[src/hdl/acep_pkg.sv]
package acep_pkg;

	localparam int unsigned QueueDepth = 4;

	typedef enum logic [1:0] {
		PH_IDLE = 2'd0,
		PH_ESC  = 2'd1,
		PH_CSI  = 2'd2
	} phase_t;

	typedef enum logic [3:0] {
		OP_PUT     = 4'd0,
		OP_UP      = 4'd1,
		OP_DOWN    = 4'd2,
		OP_RIGHT   = 4'd3,
		OP_LEFT    = 4'd4,
		OP_GOTO    = 4'd5,
		OP_CLEAR   = 4'd6,
		OP_EOL     = 4'd7,
		OP_SAVE    = 4'd8,
		OP_RESTORE = 4'd9
	} op_t;

	typedef struct packed {
		op_t        op;
		logic [7:0] char_out;
		logic [7:0] move_count;
		logic [7:0] goto_column;
		logic [7:0] goto_row;
		logic [7:0] attribute;
	} cmd_t;

	localparam logic [7:0] CH_CR    = 8'd13;
	localparam logic [7:0] CH_ESC   = 8'd27;
	localparam logic [7:0] CH_LBRK  = 8'h5b;
	localparam logic [7:0] CH_SEMI  = 8'h3b;
	localparam logic [7:0] CH_ZERO  = 8'h30;
	localparam logic [7:0] CH_NINE  = 8'h39;
	localparam logic [7:0] CH_UP    = 8'h41;
	localparam logic [7:0] CH_DOWN  = 8'h42;
	localparam logic [7:0] CH_RIGHT = 8'h43;
	localparam logic [7:0] CH_LEFT  = 8'h44;
	localparam logic [7:0] CH_GOTO  = 8'h48;
	localparam logic [7:0] CH_CLEAR = 8'h4a;
	localparam logic [7:0] CH_EOL   = 8'h4b;
	localparam logic [7:0] CH_SGR   = 8'h6d;
	localparam logic [7:0] CH_SAVE  = 8'h73;
	localparam logic [7:0] CH_REST  = 8'h75;

	localparam logic [7:0] ATTR_RESET = 8'h07;
	localparam logic [7:0] ATTR_FG    = 8'h07;
	localparam logic [7:0] ATTR_BOLD  = 8'h08;
	localparam logic [7:0] ATTR_BG    = 8'h70;
	localparam logic [7:0] ATTR_BLINK = 8'h80;
	localparam logic [7:0] ATTR_COLS  = 8'h77;

	localparam logic [7:0] SGR_RESET   = 8'd0;
	localparam logic [7:0] SGR_BOLD    = 8'd1;
	localparam logic [7:0] SGR_FAINT   = 8'd2;
	localparam logic [7:0] SGR_ULINE   = 8'd4;
	localparam logic [7:0] SGR_BLINK   = 8'd5;
	localparam logic [7:0] SGR_REVERSE = 8'd7;
	localparam logic [7:0] SGR_NOBOLD1 = 8'd21;
	localparam logic [7:0] SGR_NOBOLD2 = 8'd22;
	localparam logic [7:0] SGR_NOBLINK = 8'd25;
	localparam logic [7:0] SGR_FG_LO   = 8'd30;
	localparam logic [7:0] SGR_FG_HI   = 8'd37;
	localparam logic [7:0] SGR_BG_LO   = 8'd40;
	localparam logic [7:0] SGR_BG_HI   = 8'd47;

	// ansi colour order to display colour order
	function automatic logic [2:0] color_map(input logic [2:0] idx);
		logic [2:0] c;
		unique case (idx)
			3'd0: c = 3'd0;
			3'd1: c = 3'd4;
			3'd2: c = 3'd2;
			3'd3: c = 3'd6;
			3'd4: c = 3'd1;
			3'd5: c = 3'd5;
			3'd6: c = 3'd3;
			default: c = 3'd7;
		endcase
		return c;
	endfunction

	function automatic logic [7:0] apply_sgr(input logic [7:0] attr, input logic [7:0] code);
		logic [7:0] a;
		logic [2:0] fg_idx;
		logic [2:0] bg_idx;
		a = attr;
		fg_idx = 3'(code - SGR_FG_LO);
		bg_idx = 3'(code - SGR_BG_LO);
		case (code) inside
			SGR_RESET: a = ATTR_RESET;
			SGR_BOLD: a = attr | ATTR_BOLD;
			SGR_FAINT, SGR_NOBOLD1, SGR_NOBOLD2: a = attr & ~ATTR_BOLD;
			SGR_ULINE: a = (attr & ~ATTR_FG) | 8'h01;
			SGR_BLINK: a = attr | ATTR_BLINK;
			SGR_REVERSE: a = (attr & ~ATTR_COLS) | {1'b0, attr[2:0], 1'b0, attr[6:4]};
			SGR_NOBLINK: a = attr & ~ATTR_BLINK;
			[SGR_FG_LO:SGR_FG_HI]: a = (attr & ~ATTR_FG) | {5'd0, color_map(fg_idx)};
			[SGR_BG_LO:SGR_BG_HI]: a = (attr & ~ATTR_BG) | {1'b0, color_map(bg_idx), 4'd0};
			default: a = attr;
		endcase
		return a;
	endfunction

endpackage

[src/hdl/acep_front.sv]
module acep_front (
	input  logic               clk,
	input  logic               arst_n,
	input  logic               accept,
	input  logic [7:0]         byte_in,
	input  logic               string_start,
	output logic               emit,
	output acep_pkg::cmd_t     cmd
);

	acep_pkg::phase_t phase_q, phase_e, phase_n;
	logic [7:0] committed_q, committed_n;
	logic [7:0] shadow_q, shadow_e, shadow_n;
	logic [7:0] field_q, field_e, field_n;
	logic [7:0] first_q, first_e, first_n;
	logic [7:0] second_q, second_e, second_n;
	logic [1:0] index_q, index_e, index_n;
	logic [11:0] acc;
	logic [7:0] sgr_attr;
	logic [7:0] first_fin;
	logic [7:0] second_fin;

	always_ff @(posedge clk or negedge arst_n) begin
		if (!arst_n) begin
			phase_q     <= acep_pkg::PH_IDLE;
			committed_q <= acep_pkg::ATTR_RESET;
			shadow_q    <= acep_pkg::ATTR_RESET;
			field_q     <= 8'd0;
			first_q     <= 8'd0;
			second_q    <= 8'd0;
			index_q     <= 2'd0;
		end else if (accept) begin
			phase_q     <= phase_n;
			committed_q <= committed_n;
			shadow_q    <= shadow_n;
			field_q     <= field_n;
			first_q     <= first_n;
			second_q    <= second_n;
			index_q     <= index_n;
		end
	end

	always_comb begin
		// a new string drops any half-parsed sequence first
		phase_e  = string_start ? acep_pkg::PH_IDLE : phase_q;
		shadow_e = string_start ? committed_q : shadow_q;
		field_e  = string_start ? 8'd0 : field_q;
		first_e  = string_start ? 8'd0 : first_q;
		second_e = string_start ? 8'd0 : second_q;
		index_e  = string_start ? 2'd0 : index_q;

		acc = {1'b0, field_e, 3'd0} + {3'd0, field_e, 1'b0} + {4'd0, byte_in - acep_pkg::CH_ZERO};
		sgr_attr   = acep_pkg::apply_sgr(shadow_e, field_e);
		first_fin  = (index_e == 2'd0) ? field_e : first_e;
		second_fin = (index_e == 2'd1) ? field_e : second_e;

		phase_n     = phase_e;
		committed_n = committed_q;
		shadow_n    = shadow_e;
		field_n     = field_e;
		first_n     = first_e;
		second_n    = second_e;
		index_n     = index_e;

		emit = 1'b0;
		cmd.op          = acep_pkg::OP_PUT;
		cmd.char_out    = 8'd0;
		cmd.move_count  = 8'd0;
		cmd.goto_column = 8'd0;
		cmd.goto_row    = 8'd0;
		cmd.attribute   = committed_q;

		if (byte_in != acep_pkg::CH_CR) begin
			unique case (phase_e)
				acep_pkg::PH_IDLE: begin
					if (byte_in == acep_pkg::CH_ESC) begin
						phase_n = acep_pkg::PH_ESC;
					end else begin
						emit = 1'b1;
						cmd.char_out = byte_in;
					end
				end
				acep_pkg::PH_ESC: begin
					if (byte_in == acep_pkg::CH_LBRK) begin
						phase_n  = acep_pkg::PH_CSI;
						shadow_n = committed_q;
						field_n  = 8'd0;
						first_n  = 8'd0;
						second_n = 8'd0;
						index_n  = 2'd0;
					end else if (byte_in != acep_pkg::CH_ESC) begin
						phase_n = acep_pkg::PH_IDLE;
					end
				end
				acep_pkg::PH_CSI: begin
					if (byte_in >= acep_pkg::CH_ZERO && byte_in <= acep_pkg::CH_NINE) begin
						field_n = (acc > 12'd255) ? 8'd255 : acc[7:0];
					end else if (byte_in == acep_pkg::CH_SEMI) begin
						first_n  = first_fin;
						second_n = second_fin;
						shadow_n = sgr_attr;
						field_n  = 8'd0;
						index_n  = (index_e == 2'd3) ? 2'd3 : index_e + 2'd1;
					end else begin
						// final byte ends the sequence
						phase_n = acep_pkg::PH_IDLE;
						cmd.move_count = (first_fin != 8'd0) ? first_fin : 8'd1;
						unique case (byte_in)
							acep_pkg::CH_UP: begin
								emit = 1'b1;
								cmd.op = acep_pkg::OP_UP;
							end
							acep_pkg::CH_DOWN: begin
								emit = 1'b1;
								cmd.op = acep_pkg::OP_DOWN;
							end
							acep_pkg::CH_RIGHT: begin
								emit = 1'b1;
								cmd.op = acep_pkg::OP_RIGHT;
							end
							acep_pkg::CH_LEFT: begin
								emit = 1'b1;
								cmd.op = acep_pkg::OP_LEFT;
							end
							acep_pkg::CH_GOTO: begin
								emit = 1'b1;
								cmd.op = acep_pkg::OP_GOTO;
								cmd.goto_column = (first_fin != 8'd0) ? first_fin - 8'd1 : 8'd0;
								cmd.goto_row = (second_fin != 8'd0) ? second_fin - 8'd1 : 8'd0;
							end
							acep_pkg::CH_CLEAR: begin
								emit = 1'b1;
								cmd.op = acep_pkg::OP_CLEAR;
							end
							acep_pkg::CH_EOL: begin
								emit = 1'b1;
								cmd.op = acep_pkg::OP_EOL;
							end
							acep_pkg::CH_SAVE: begin
								emit = 1'b1;
								cmd.op = acep_pkg::OP_SAVE;
							end
							acep_pkg::CH_REST: begin
								emit = 1'b1;
								cmd.op = acep_pkg::OP_RESTORE;
							end
							acep_pkg::CH_SGR: committed_n = sgr_attr;
							default: emit = 1'b0;
						endcase
						if (!(byte_in == acep_pkg::CH_UP || byte_in == acep_pkg::CH_DOWN ||
							byte_in == acep_pkg::CH_RIGHT || byte_in == acep_pkg::CH_LEFT)) begin
							cmd.move_count = 8'd0;
						end
						shadow_n = committed_n;
						field_n  = 8'd0;
						first_n  = 8'd0;
						second_n = 8'd0;
						index_n  = 2'd0;
					end
				end
				default: phase_n = acep_pkg::PH_IDLE;
			endcase
		end
	end

endmodule

[src/hdl/acep_queue.sv]
module acep_queue #(
	parameter int unsigned Depth = acep_pkg::QueueDepth
) (
	input  logic           clk,
	input  logic           arst_n,
	input  logic           push,
	input  acep_pkg::cmd_t push_data,
	input  logic           pop,
	output logic           full,
	output logic           empty,
	output acep_pkg::cmd_t head
);

	localparam int unsigned PtrW = (Depth > 1) ? $clog2(Depth) : 1;
	localparam int unsigned CntW = $clog2(Depth + 1);

	acep_pkg::cmd_t mem [Depth];
	logic [PtrW-1:0] wr_ptr_q;
	logic [PtrW-1:0] rd_ptr_q;
	logic [CntW-1:0] count_q;

	assign full  = (count_q == CntW'(Depth));
	assign empty = (count_q == '0);
	assign head  = mem[rd_ptr_q];

	always_ff @(posedge clk) begin
		if (push) begin
			mem[wr_ptr_q] <= push_data;
		end
	end

	always_ff @(posedge clk or negedge arst_n) begin
		if (!arst_n) begin
			wr_ptr_q <= '0;
			rd_ptr_q <= '0;
			count_q  <= '0;
		end else begin
			if (push) begin
				wr_ptr_q <= (wr_ptr_q == PtrW'(Depth - 1)) ? '0 : wr_ptr_q + PtrW'(1);
			end
			if (pop) begin
				rd_ptr_q <= (rd_ptr_q == PtrW'(Depth - 1)) ? '0 : rd_ptr_q + PtrW'(1);
			end
			if (push && !pop) begin
				count_q <= count_q + CntW'(1);
			end else if (pop && !push) begin
				count_q <= count_q - CntW'(1);
			end
		end
	end

endmodule

[src/hdl/acep_back.sv]
module acep_back (
	input  logic           clk,
	input  logic           arst_n,
	input  logic           avail,
	input  acep_pkg::cmd_t head,
	output logic           take,
	input  logic           out_ready,
	output logic           out_valid,
	output acep_pkg::cmd_t cmd
);

	logic out_valid_q;
	acep_pkg::cmd_t cmd_q;

	// refill the output register whenever it is empty or being drained
	assign take      = avail && (!out_valid_q || out_ready);
	assign out_valid = out_valid_q;
	assign cmd       = cmd_q;

	always_ff @(posedge clk or negedge arst_n) begin
		if (!arst_n) begin
			out_valid_q <= 1'b0;
		end else if (take) begin
			out_valid_q <= 1'b1;
		end else if (out_ready) begin
			out_valid_q <= 1'b0;
		end
	end

	always_ff @(posedge clk) begin
		if (take) begin
			cmd_q <= head;
		end
	end

endmodule

[src/hdl/ansi_escape_command_parser_core.sv]
// ansi escape parser: turns a byte stream into display commands
// input channel: in_valid/in_ready with byte_in and string_start, one byte per word
// output channel: out_valid/out_ready with op, char_out, move_count, goto_column,
// goto_row and attribute; a byte yields zero or one command word
// the parser front accepts one byte per cycle while the command queue has room;
// a command word passes through the queue and then the output register before it reaches the output
// sustained rate is one byte per cycle while the queue has room, set by the parse step
// the queue of QueueDepth words plus the output register absorbs receiver stalls;
// when the queue is full in_ready drops until the back end drains a word
// bytes that give no command (escape sequence bytes, carriage return) take no
// queue space but still wait while the queue is full
// reset clears the parser to idle, the attribute to white on black, and empties
// the queue and output register; no clearing pass is needed
module ansi_escape_command_parser_core #(
	parameter int unsigned QueueDepth = acep_pkg::QueueDepth
) (
	input  logic       clk,
	input  logic       arst_n,
	input  logic       in_valid,
	output logic       in_ready,
	input  logic [7:0] byte_in,
	input  logic       string_start,
	output logic       out_valid,
	input  logic       out_ready,
	output logic [3:0] op,
	output logic [7:0] char_out,
	output logic [7:0] move_count,
	output logic [7:0] goto_column,
	output logic [7:0] goto_row,
	output logic [7:0] attribute
);

	logic           accept;
	logic           emit;
	logic           q_full;
	logic           q_empty;
	logic           take;
	acep_pkg::cmd_t front_cmd;
	acep_pkg::cmd_t head;
	acep_pkg::cmd_t out_cmd;

	assign in_ready = !q_full;
	assign accept   = in_valid && in_ready;

	acep_front u_front (
		.clk          (clk),
		.arst_n       (arst_n),
		.accept       (accept),
		.byte_in      (byte_in),
		.string_start (string_start),
		.emit         (emit),
		.cmd          (front_cmd)
	);

	acep_queue #(
		.Depth (QueueDepth)
	) u_queue (
		.clk       (clk),
		.arst_n    (arst_n),
		.push      (accept && emit),
		.push_data (front_cmd),
		.pop       (take),
		.full      (q_full),
		.empty     (q_empty),
		.head      (head)
	);

	acep_back u_back (
		.clk       (clk),
		.arst_n    (arst_n),
		.avail     (!q_empty),
		.head      (head),
		.take      (take),
		.out_ready (out_ready),
		.out_valid (out_valid),
		.cmd       (out_cmd)
	);

	assign op          = 4'(out_cmd.op);
	assign char_out    = out_cmd.char_out;
	assign move_count  = out_cmd.move_count;
	assign goto_column = out_cmd.goto_column;
	assign goto_row    = out_cmd.goto_row;
	assign attribute   = out_cmd.attribute;

endmodule
[config.mk]
export PLATFORM = sky130hd
export DESIGN_NAME = ansi_escape_command_parser_core
export DESIGN_NICKNAME = d
export VERILOG_FILES = /design/src/hdl/acep_pkg.sv /design/src/hdl/acep_front.sv /design/src/hdl/acep_queue.sv /design/src/hdl/acep_back.sv /design/src/hdl/ansi_escape_command_parser_core.sv
export SDC_FILE = /design/constraint.sdc
export NUM_CORES = 1
export LEC_CHECK = 0
export ABC_AREA = 1
export BUFFER_PORTS_ARGS = -buffer_cell sky130_fd_sc_hd__buf_2
export CAP_MARGIN = 20
export CELL_PAD_IN_SITES_DETAIL_PLACEMENT = 0
export CELL_PAD_IN_SITES_GLOBAL_PLACEMENT = 2
export CORE_AREA = 2 2 182 184
export DETAILED_ROUTE_END_ITERATION = 6
export DIE_AREA = 0 0 184 186
export GPL_ROUTABILITY_DRIVEN = 0
export PLACE_DENSITY_LB_ADDON = 0.1
export SLEW_MARGIN = 20
export SYNTH_ARGS = -nofsm -noshare
export SYNTH_HDL_FRONTEND = slang
export SYNTH_SLANG_ARGS = --single-unit
[constraint.sdc]
create_clock -name clk -period 5 [get_ports clk]
set_input_delay 0.5 -clock clk [delete_from_list [all_inputs] [get_ports clk]]
set_output_delay 0.5 -clock clk [all_outputs]
set_load 0.005 [all_outputs]
==> results of run 1 <==
metrics by stage:
stage	instances	area (um2)	setup slack [ns]	utilization
6_report	1737	14700	1.55	0.456
3_3_place_gp	1682	13700	1.16	0.426
2_1_floorplan	1253	13000	0.698	-
3_5_place_dp	1682	13700	1.14	0.426
4_1_cts	1737	14700	1.55	0.456
5_1_grt	1737	14700	1.18	0.456
flip-flops by register name (all words and copies together) (netlist names), 3 cells and up:
signal and cells:
u_queue.count_q 3, u_front.field_q 8, u_queue.mem 176, u_back.cmd 44, u_front.shadow_q 8, u_front.second_q 8, u_front.committed_q 8, u_front.first_q 8
path summary, 6_finish.rpt:
path	start	end	depth (start not counted)
worst min register to register	u_front.shadow_q[0]	u_front.shadow_q[0]	2
worst max-delay path	u_front.field_q[1]	u_front.field_q[4]	19
worst min-delay path	arst_n	u_front.shadow_q[4]	2
max in group asynchronous	arst_n	u_queue.rd_ptr_q[0]	2
min in group clk	out_ready	u_back.out_valid	2
worst max register to register	u_front.field_q[1]	u_front.field_q[4]	19
routing by layer:
layer / global-route usage / vias to the layer above / part of all wire
li1: - / 4478 / -
met1: 0.286 / 4319 / 0.49
met2: 0.305 / 165 / 0.45
met3: 0.0217 / 38 / 0.037
met4: 0.0432 / 0 / 0.016
met5: 0 / - / 0
logic make-up (layout without fill, tap and decap cells):
| group | after synthesis | count (layout) | share of synthesized area |
|---|---|---|---|
| flip-flops | 272 | 272 | 0.608 |
| AND/OR/NAND/NOR | 427 | 427 | 0.144 |
| adder cells (fa/ha/maj) | 37 | 37 | 0.0396 |
| buffers and inverters | 199 | 275 | 0.0614 |
| XOR/XNOR | 17 | 17 | 0.0114 |
| AO/OA/AOI/OAI | 301 | 301 | 0.135 |
Yosys cell counts, types with 3 or more instances:
| cell | count | share of area |
|---|---|---|
| inv_2 | 16 | 0.0046 |
| fa_1 | 7 | 0.011 |
| xor2_1 | 12 | 0.0081 |
| dfrtp_1 | 46 | 0.088 |
| ha_1 | 30 | 0.029 |
| nand4_1 | 5 | 0.0024 |
| nand3_2 | 3 | 0.0023 |
| o211ai_2 | 5 | 0.0048 |
| nor2_1 | 139 | 0.040 |
| buf_2 | 5 | 0.0019 |
| inv_1 | 128 | 0.037 |
| nand2_4 | 3 | 0.0026 |
| xnor2_1 | 5 | 0.0034 |
| nor3_1 | 12 | 0.0046 |
| a31oi_1 | 10 | 0.0048 |
| dfstp_2 | 6 | 0.012 |
| a21oi_1 | 43 | 0.017 |
| nand2_1 | 173 | 0.050 |
| nand2_2 | 12 | 0.0058 |
| nand3_1 | 62 | 0.024 |
| o2111ai_1 | 3 | 0.0020 |
| buf_4 | 3 | 0.0017 |
| o21ai_1 | 17 | 0.0065 |
| nor2_4 | 4 | 0.0035 |
| edfxtp_1 | 220 | 0.51 |
| o22ai_1 | 44 | 0.021 |
| o32ai_1 | 8 | 0.0054 |
| clkinv_1 | 3 | 0.00086 |
| buf_6 | 4 | 0.0035 |
| o221ai_1 | 10 | 0.0067 |
| o21ai_0 | 144 | 0.055 |
| nor2_2 | 6 | 0.0029 |
| clkbuf_1 | 36 | 0.010 |
final cells by class:
| type | count | share of cell area |
|---|---|---|
| sequential | 272 | 0.539 |
| clock inverter | 12 | 0.00852 |
| timing repair buffer | 71 | 0.0264 |
| inverter | 149 | 0.0384 |
| clock buffer | 43 | 0.0565 |
| multi-input combinational | 782 | 0.296 |
| tap | 408 | 0.0348 |
critical path, cell delays in order, from the launching register on:
cell	delay (ns)
dfrtp_1	0.45
inv_1	0.12
nor2_4	0.16
inv_1	0.21
fa_1	0.57
inv_1	0.05
ha_1	0.34
nand2_1	0.07
o21ai_0	0.27
nand2_1	0.09
nand2_1	0.07
a21oi_1	0.07
nand2_1	0.06
nand2_1	0.05
nor2_1	0.20
nand2_1	0.17
o21ai_0	0.22
nand2_1	0.07
nand2_1	0.06
nand2_1	0.05
report_power, final:
part / internal [mW] / total, mW / leakage (nW) / switching, mW
registers: 3.22 / 3.45 / 2.75 / 0.227
clock network: 1.25 / 2.12 / 0.457 / 0.871
logic: 0.894 / 2.87 / 2.67 / 1.97
total: 5.37 / 8.44 / 5.88 / 3.07
==> flow_metrics.py, run 1 <==
metrics = {
    "grt": {
        "gr-total-overflow": 0,
        "grt_pass1_vias": 8797,
        "gr-usage-all-layers": 0.193,
        "grt_max_degree": 91,
        "grt_pass1_wl_mm": 50.9,
        "antenna_found_initial": 0,
    },
    "layout": {
        "final_common_cell": "edfxtp_1",
        "register_area_um2": 7920,
        "layout_common_cells": "edfxtp_1 (220), nand2_1 (172), o21ai_0 (144)",
        "n_antenna_cell": 0,
        "multi_input_area_um2": 4350,
        "fill_cells": 3088,
        "drive_above_1_share": 0.142,
        "syn_to_final_growth_pct": 12.8,
        "fin_nets": 1356,
    },
    "placed_design": {
        "portBuffers": 58,
        "dp_hpwl_mm": 20.8,
    },
    "drt": {
        "wirelength_mm": 32.1,
        "ant_nets": 0,
        "drc_errors": 0,
        "drt-initial-drc-count": 641,
        "wl_per_cell_um": 18.5,
        "vias_per_cell": 5.18,
        "dr.pass1.iters": 5,
        "vias": 9000,
    },
    "power_and_ir_drop": {
        "p_leak_nw": 5.88,
        "power.total_mw": 8.44,
        "ir_drop_uv": 386,
        "powerDensity_nw_per_um2": 575,
    },
    "floorplanning": {
        "design.portCount": 59,
        "dieArea_um2": 34200,
        "start_util": 0.404,
        "die_h_um": 186,
        "fp-row-count": 66,
        "core_um2": 32200,
        "die_x_um": 184,
    },
    "timing": {
        "finalHoldViolCount": 0,
        "slew_headroom": 0.365,
        "hold_ws_ns": 0.0985,
        "tightest_slew_ns": 0.952,
        "finalMaxSlewViolations": 0,
        "finalCritPeriodShare": 0.690,
        "setup_viol": 0,
        "rsz0062_at_grt": "false",
        "skew_ns": 0.0143,
        "fmax_mhz": 290,
        "min_period_ns": 3.45,
        "tns_ns": 0,
    },
    "clocking": {
        "clockBufferDepth": 3,
        "cts-hold-fix-buffers": 0,
        "cts_resized": 0,
        "cts_root_buffer": "clkbuf_16",
        "cts_tree": "built",
        "cts_num_sinks": 272,
        "cts_buffers": 30,
        "cts.reportedPaths.clkPinSlew_ns": 0.06,
        "clk-insertion-delay-late_ns": 0.56,
        "cts_setup_buffers": 0,
        "h-tree-depth": 1,
    },
    "synth": {
        "syn_nets": 1303,
        "synth_cell_types": 54,
        "synth_edf_count": 220,
        "synth.cell_area_um2": 13000,
        "ys_async_sr_fraction": 0.191,
        "syn_avg_cell_area_um2": 10.4,
        "syn_inst": 1253,
        "synth-seq-cells": 272,
        "ys.flop_type": "edfxtp_1",
        "seq_area_frac_synth": 0.608,
        "ys_warn_count": 0,
    },
    "critical_path": {
        "cp_max_fo": 6,
        "crit_required_ns": 5.44,
        "criticalPathCategory": "flip-flop to flip-flop",
        "r2r_slack_ns": 1.55,
        "arrival_ns": 3.90,
        "end_kind": "flip-flop",
        "start_kind": "flip-flop",
    },
    "worst_hold_path": {
        "hp-class": "input pin to asynchronous set/reset pin",
    },
    "run": {
        "cap_violations": 0,
    },
    "outcome": {
        "outcome": "finished, final reports clean",
    },
}
Power figures use the tool's default switching activity.
==> inputs of run 2 (changes only) <==
--- a/config.mk
+++ b/config.mk
@@ -5,14 +5,14 @@
 export SDC_FILE = /design/constraint.sdc
 export NUM_CORES = 1
 export LEC_CHECK = 0
-export ABC_AREA = 1
+export ABC_AREA = 0
 export BUFFER_PORTS_ARGS = -buffer_cell sky130_fd_sc_hd__buf_2
 export CAP_MARGIN = 20
 export CELL_PAD_IN_SITES_DETAIL_PLACEMENT = 0
 export CELL_PAD_IN_SITES_GLOBAL_PLACEMENT = 2
-export CORE_AREA = 2 2 182 184
+export CORE_AREA = 2 2 181 183
 export DETAILED_ROUTE_END_ITERATION = 6
-export DIE_AREA = 0 0 184 186
+export DIE_AREA = 0 0 183 185
 export GPL_ROUTABILITY_DRIVEN = 0
 export PLACE_DENSITY_LB_ADDON = 0.1
 export SLEW_MARGIN = 20
==> constraint.sdc (replaced) <==
create_clock -name clk -period 3.1 [get_ports clk]
set_input_delay 0.31 -clock clk [delete_from_list [all_inputs] [get_ports clk]]
set_output_delay 0.31 -clock clk [all_outputs]
set_load 0.005 [all_outputs]
==> run 2 against run 1 <==
- wire length is 4.2% lower
- synthesized cell count fell by 28%
- global-route usage fell by 0.67 points
- die area shrank 1.1%
- sequential cell count unchanged
- register-to-register slack got worse by 1.3 ns
- cell area down 0.26%
- combinational power is 10% lower
- first-iteration DRC count is 6.6% lower
- largest cell class unchanged
- critical path type unchanged
- worst hold slack improved by 0.077 ns
- synthesized area down 3.4%
- utilization increased by 0.12 points
==> flow_metrics.py, run 2 <==
metrics = {
    "layout": {
        "instances_no_fill": 1434,
        "syn_to_final_growth_pct": 16.5,
        "n_antenna_cell": 0,
        "finish.utilization": 0.457,
        "max_flop_register": "u_queue.mem",
        "layout_common_cells": "edfxtp_1 (220), nand2_1 (64), nor2_1 (63)",
        "largest_register_ffs": 176,
        "fin_nets": 1054,
        "final_common_cell": "edfxtp_1",
        "fill_cells": 2875,
        "post-route-cell-area_um2": 14600,
        "drive_above_1_share": 0.239,
    },
    "critical_path": {
        "arrival_ns": 3.32,
        "start_kind": "flip-flop",
        "r2r_slack_ns": 0.24,
        "critPathLaunch": "u_front.field_q[0]",
        "critPathMaxStageDelay_ns": 0.54,
        "cp_max_fo": 7,
        "criticalPathCategory": "flip-flop to flip-flop",
        "end_kind": "flip-flop",
        "path_buf_inv": 2,
        "cp_slowest_cell": "fa_1",
        "crit_required_ns": 3.55,
        "r2r_start": "u_front.field_q[0]",
        "path_cells": "nand2_1 > inv_1 > fa_1 > inv_1 > fa_1 > nor2b_1 > o31ai_1 > o2bb2ai_1 > o21ai_1 > nor2_1 > o21ai_0",
        "cpLargestDelayFamily": "adder cells",
    },
    "floorplanning": {
        "fp-row-count": 66,
        "die_x_um": 183,
        "start_util": 0.392,
        "dieArea_um2": 33900,
        "die_h_um": 185,
        "design.portCount": 59,
        "core_um2": 32000,
    },
    "drt": {
        "wl_per_cell_um": 21.4,
        "drc_errors": 0,
        "vias": 7847,
        "wirelength_mm": 30.8,
        "dr.pass1.iters": 5,
        "drt-initial-drc-count": 599,
        "vias_per_cell": 5.47,
        "ant_nets": 0,
    },
    "power_and_ir_drop": {
        "ir_drop_uv": 332,
        "p_leak_nw": 5.55,
        "power.total_mw": 11.3,
        "powerDensity_nw_per_um2": 771,
    },
    "timing": {
        "tightest_slew_ns": 0.818,
        "setup_ws_ns": 0.235,
        "finalCritPeriodShare": 0.924,
        "hold_ws_ns": 0.175,
        "skew_ns": 0.0208,
        "tns_ns": 0,
        "finalHoldViolCount": 0,
        "slew_headroom": 0.450,
        "finalMaxSlewViolations": 0,
        "setup_viol": 0,
        "fmax_mhz": 349,
        "rsz0062_at_grt": "false",
        "min_period_ns": 2.86,
    },
    "synth": {
        "synth.cell_area_um2": 12600,
        "yosysMostFrequentCell": "edfxtp_1",
        "ys.flop_type": "edfxtp_1",
        "synth-seq-cells": 272,
        "ys_warn_count": 0,
        "seq_area_frac_synth": 0.630,
        "yosys-top-cells-area": "edfxtp_1 (53%), dfrtp_1 (9.2%), mux4_2 (7.9%)",
        "ys_async_sr_fraction": 0.191,
        "synth_top_area_frac": 0.525,
        "syn_nets": 946,
        "yosys-top-cells-count": "edfxtp_1 (220), nand2_1 (64), nor2_1 (63)",
        "syn_inst": 896,
        "syn_avg_cell_area_um2": 14.0,
        "synth_top_cell_by_area": "edfxtp_1",
        "synth_edf_count": 220,
        "synth_cell_types": 76,
    },
    "clocking": {
        "h-tree-depth": 1,
        "cts_tree": "built",
        "clk-insertion-delay-late_ns": 0.54,
        "cts.reportedPaths.clkPinSlew_ns": 0.07,
        "cts_setup_buffers": 0,
        "cts_num_sinks": 272,
        "cts_resized": 0,
        "clockBufferDepth": 3,
        "cts_buffers": 28,
        "cts_root_buffer": "clkbuf_16",
    },
    "placed_design": {
        "portBuffers": 58,
        "dp_hpwl_mm": 21.4,
        "post_dp_cell_area_um2": 13700,
        "place_inst": 1380,
        "place_ws_ns": 0.0227,
    },
    "outcome": {
        "outcome": "finished, final reports clean",
    },
    "grt": {
        "gr-usage-all-layers": 0.186,
        "gr-total-overflow": 0,
        "antenna_found_initial": 0,
        "grt_pass1_wl_mm": 48.4,
        "grt_pass1_vias": 8266,
        "grt_max_degree": 47,
    },
    "run": {
        "cap_violations": 0,
    },
    "worst_hold_path": {
        "hp-class": "input pin to asynchronous set/reset pin",
    },
}
-- run 2: cell families after synthesis --
logic type,after synthesis,synth area share
flops,272,0.630
fa+ha+maj,37,0.0410
simple gates,248,0.101
mux,71,0.101
buf+inv,81,0.0272
compound gates,167,0.0863
xor+xnor,20,0.0139
-- run 2: what timing repair did --
item,in CTS,in global routing
setup endpoints to repair,0,0
hold buffers,2,0
hold endpoints to repair,8,0
-- run 2: metal layers --
| metal | track usage | share of wire | up-vias |
|---|---|---|---|
| met2 | 0.302 | 0.46 | 223 |
| met4 | 0.0406 | 0.016 | 0 |
| met3 | 0.0260 | 0.045 | 47 |
| met1 | 0.268 | 0.48 | 3941 |
| li1 | - | - | 3636 |
| met5 | 0 | 0 | - |
-- run 2: final cells by class --
type | instances | area, um2 | area share
inverter | 37 | 139 | 0.00948
clock buffer | 36 | 752 | 0.0513
clock inverter | 16 | 160 | 0.0109
multi-input combinational | 543 | 4330 | 0.296
sequential | 272 | 7920 | 0.540
tap | 408 | 510 | 0.0348
timing repair buffer | 122 | 838 | 0.0572
-- run 2: power breakdown --
part / internal [mW] / leakage [nW] / switching, mW
clock: 1.96 / 0.449 / 1.36
sequential: 5.04 / 2.76 / 0.345
combinational: 1.22 / 2.34 / 1.37
-- run 2: path summary, 6_finish.rpt --
| kind | cells after the start | endpoint |
|---|---|---|
| max in group asynchronous | 3 | u_front.shadow_q[1] |
| worst min-delay path | 2 | u_queue.count_q[1] |
| min in group clk | 3 | u_front.field_q[0] |
| worst max register to register | 11 | u_front.field_q[5] |
| worst max-delay path | 11 | u_front.field_q[5] |
| worst min register to register | 2 | u_front.second_q[1] |
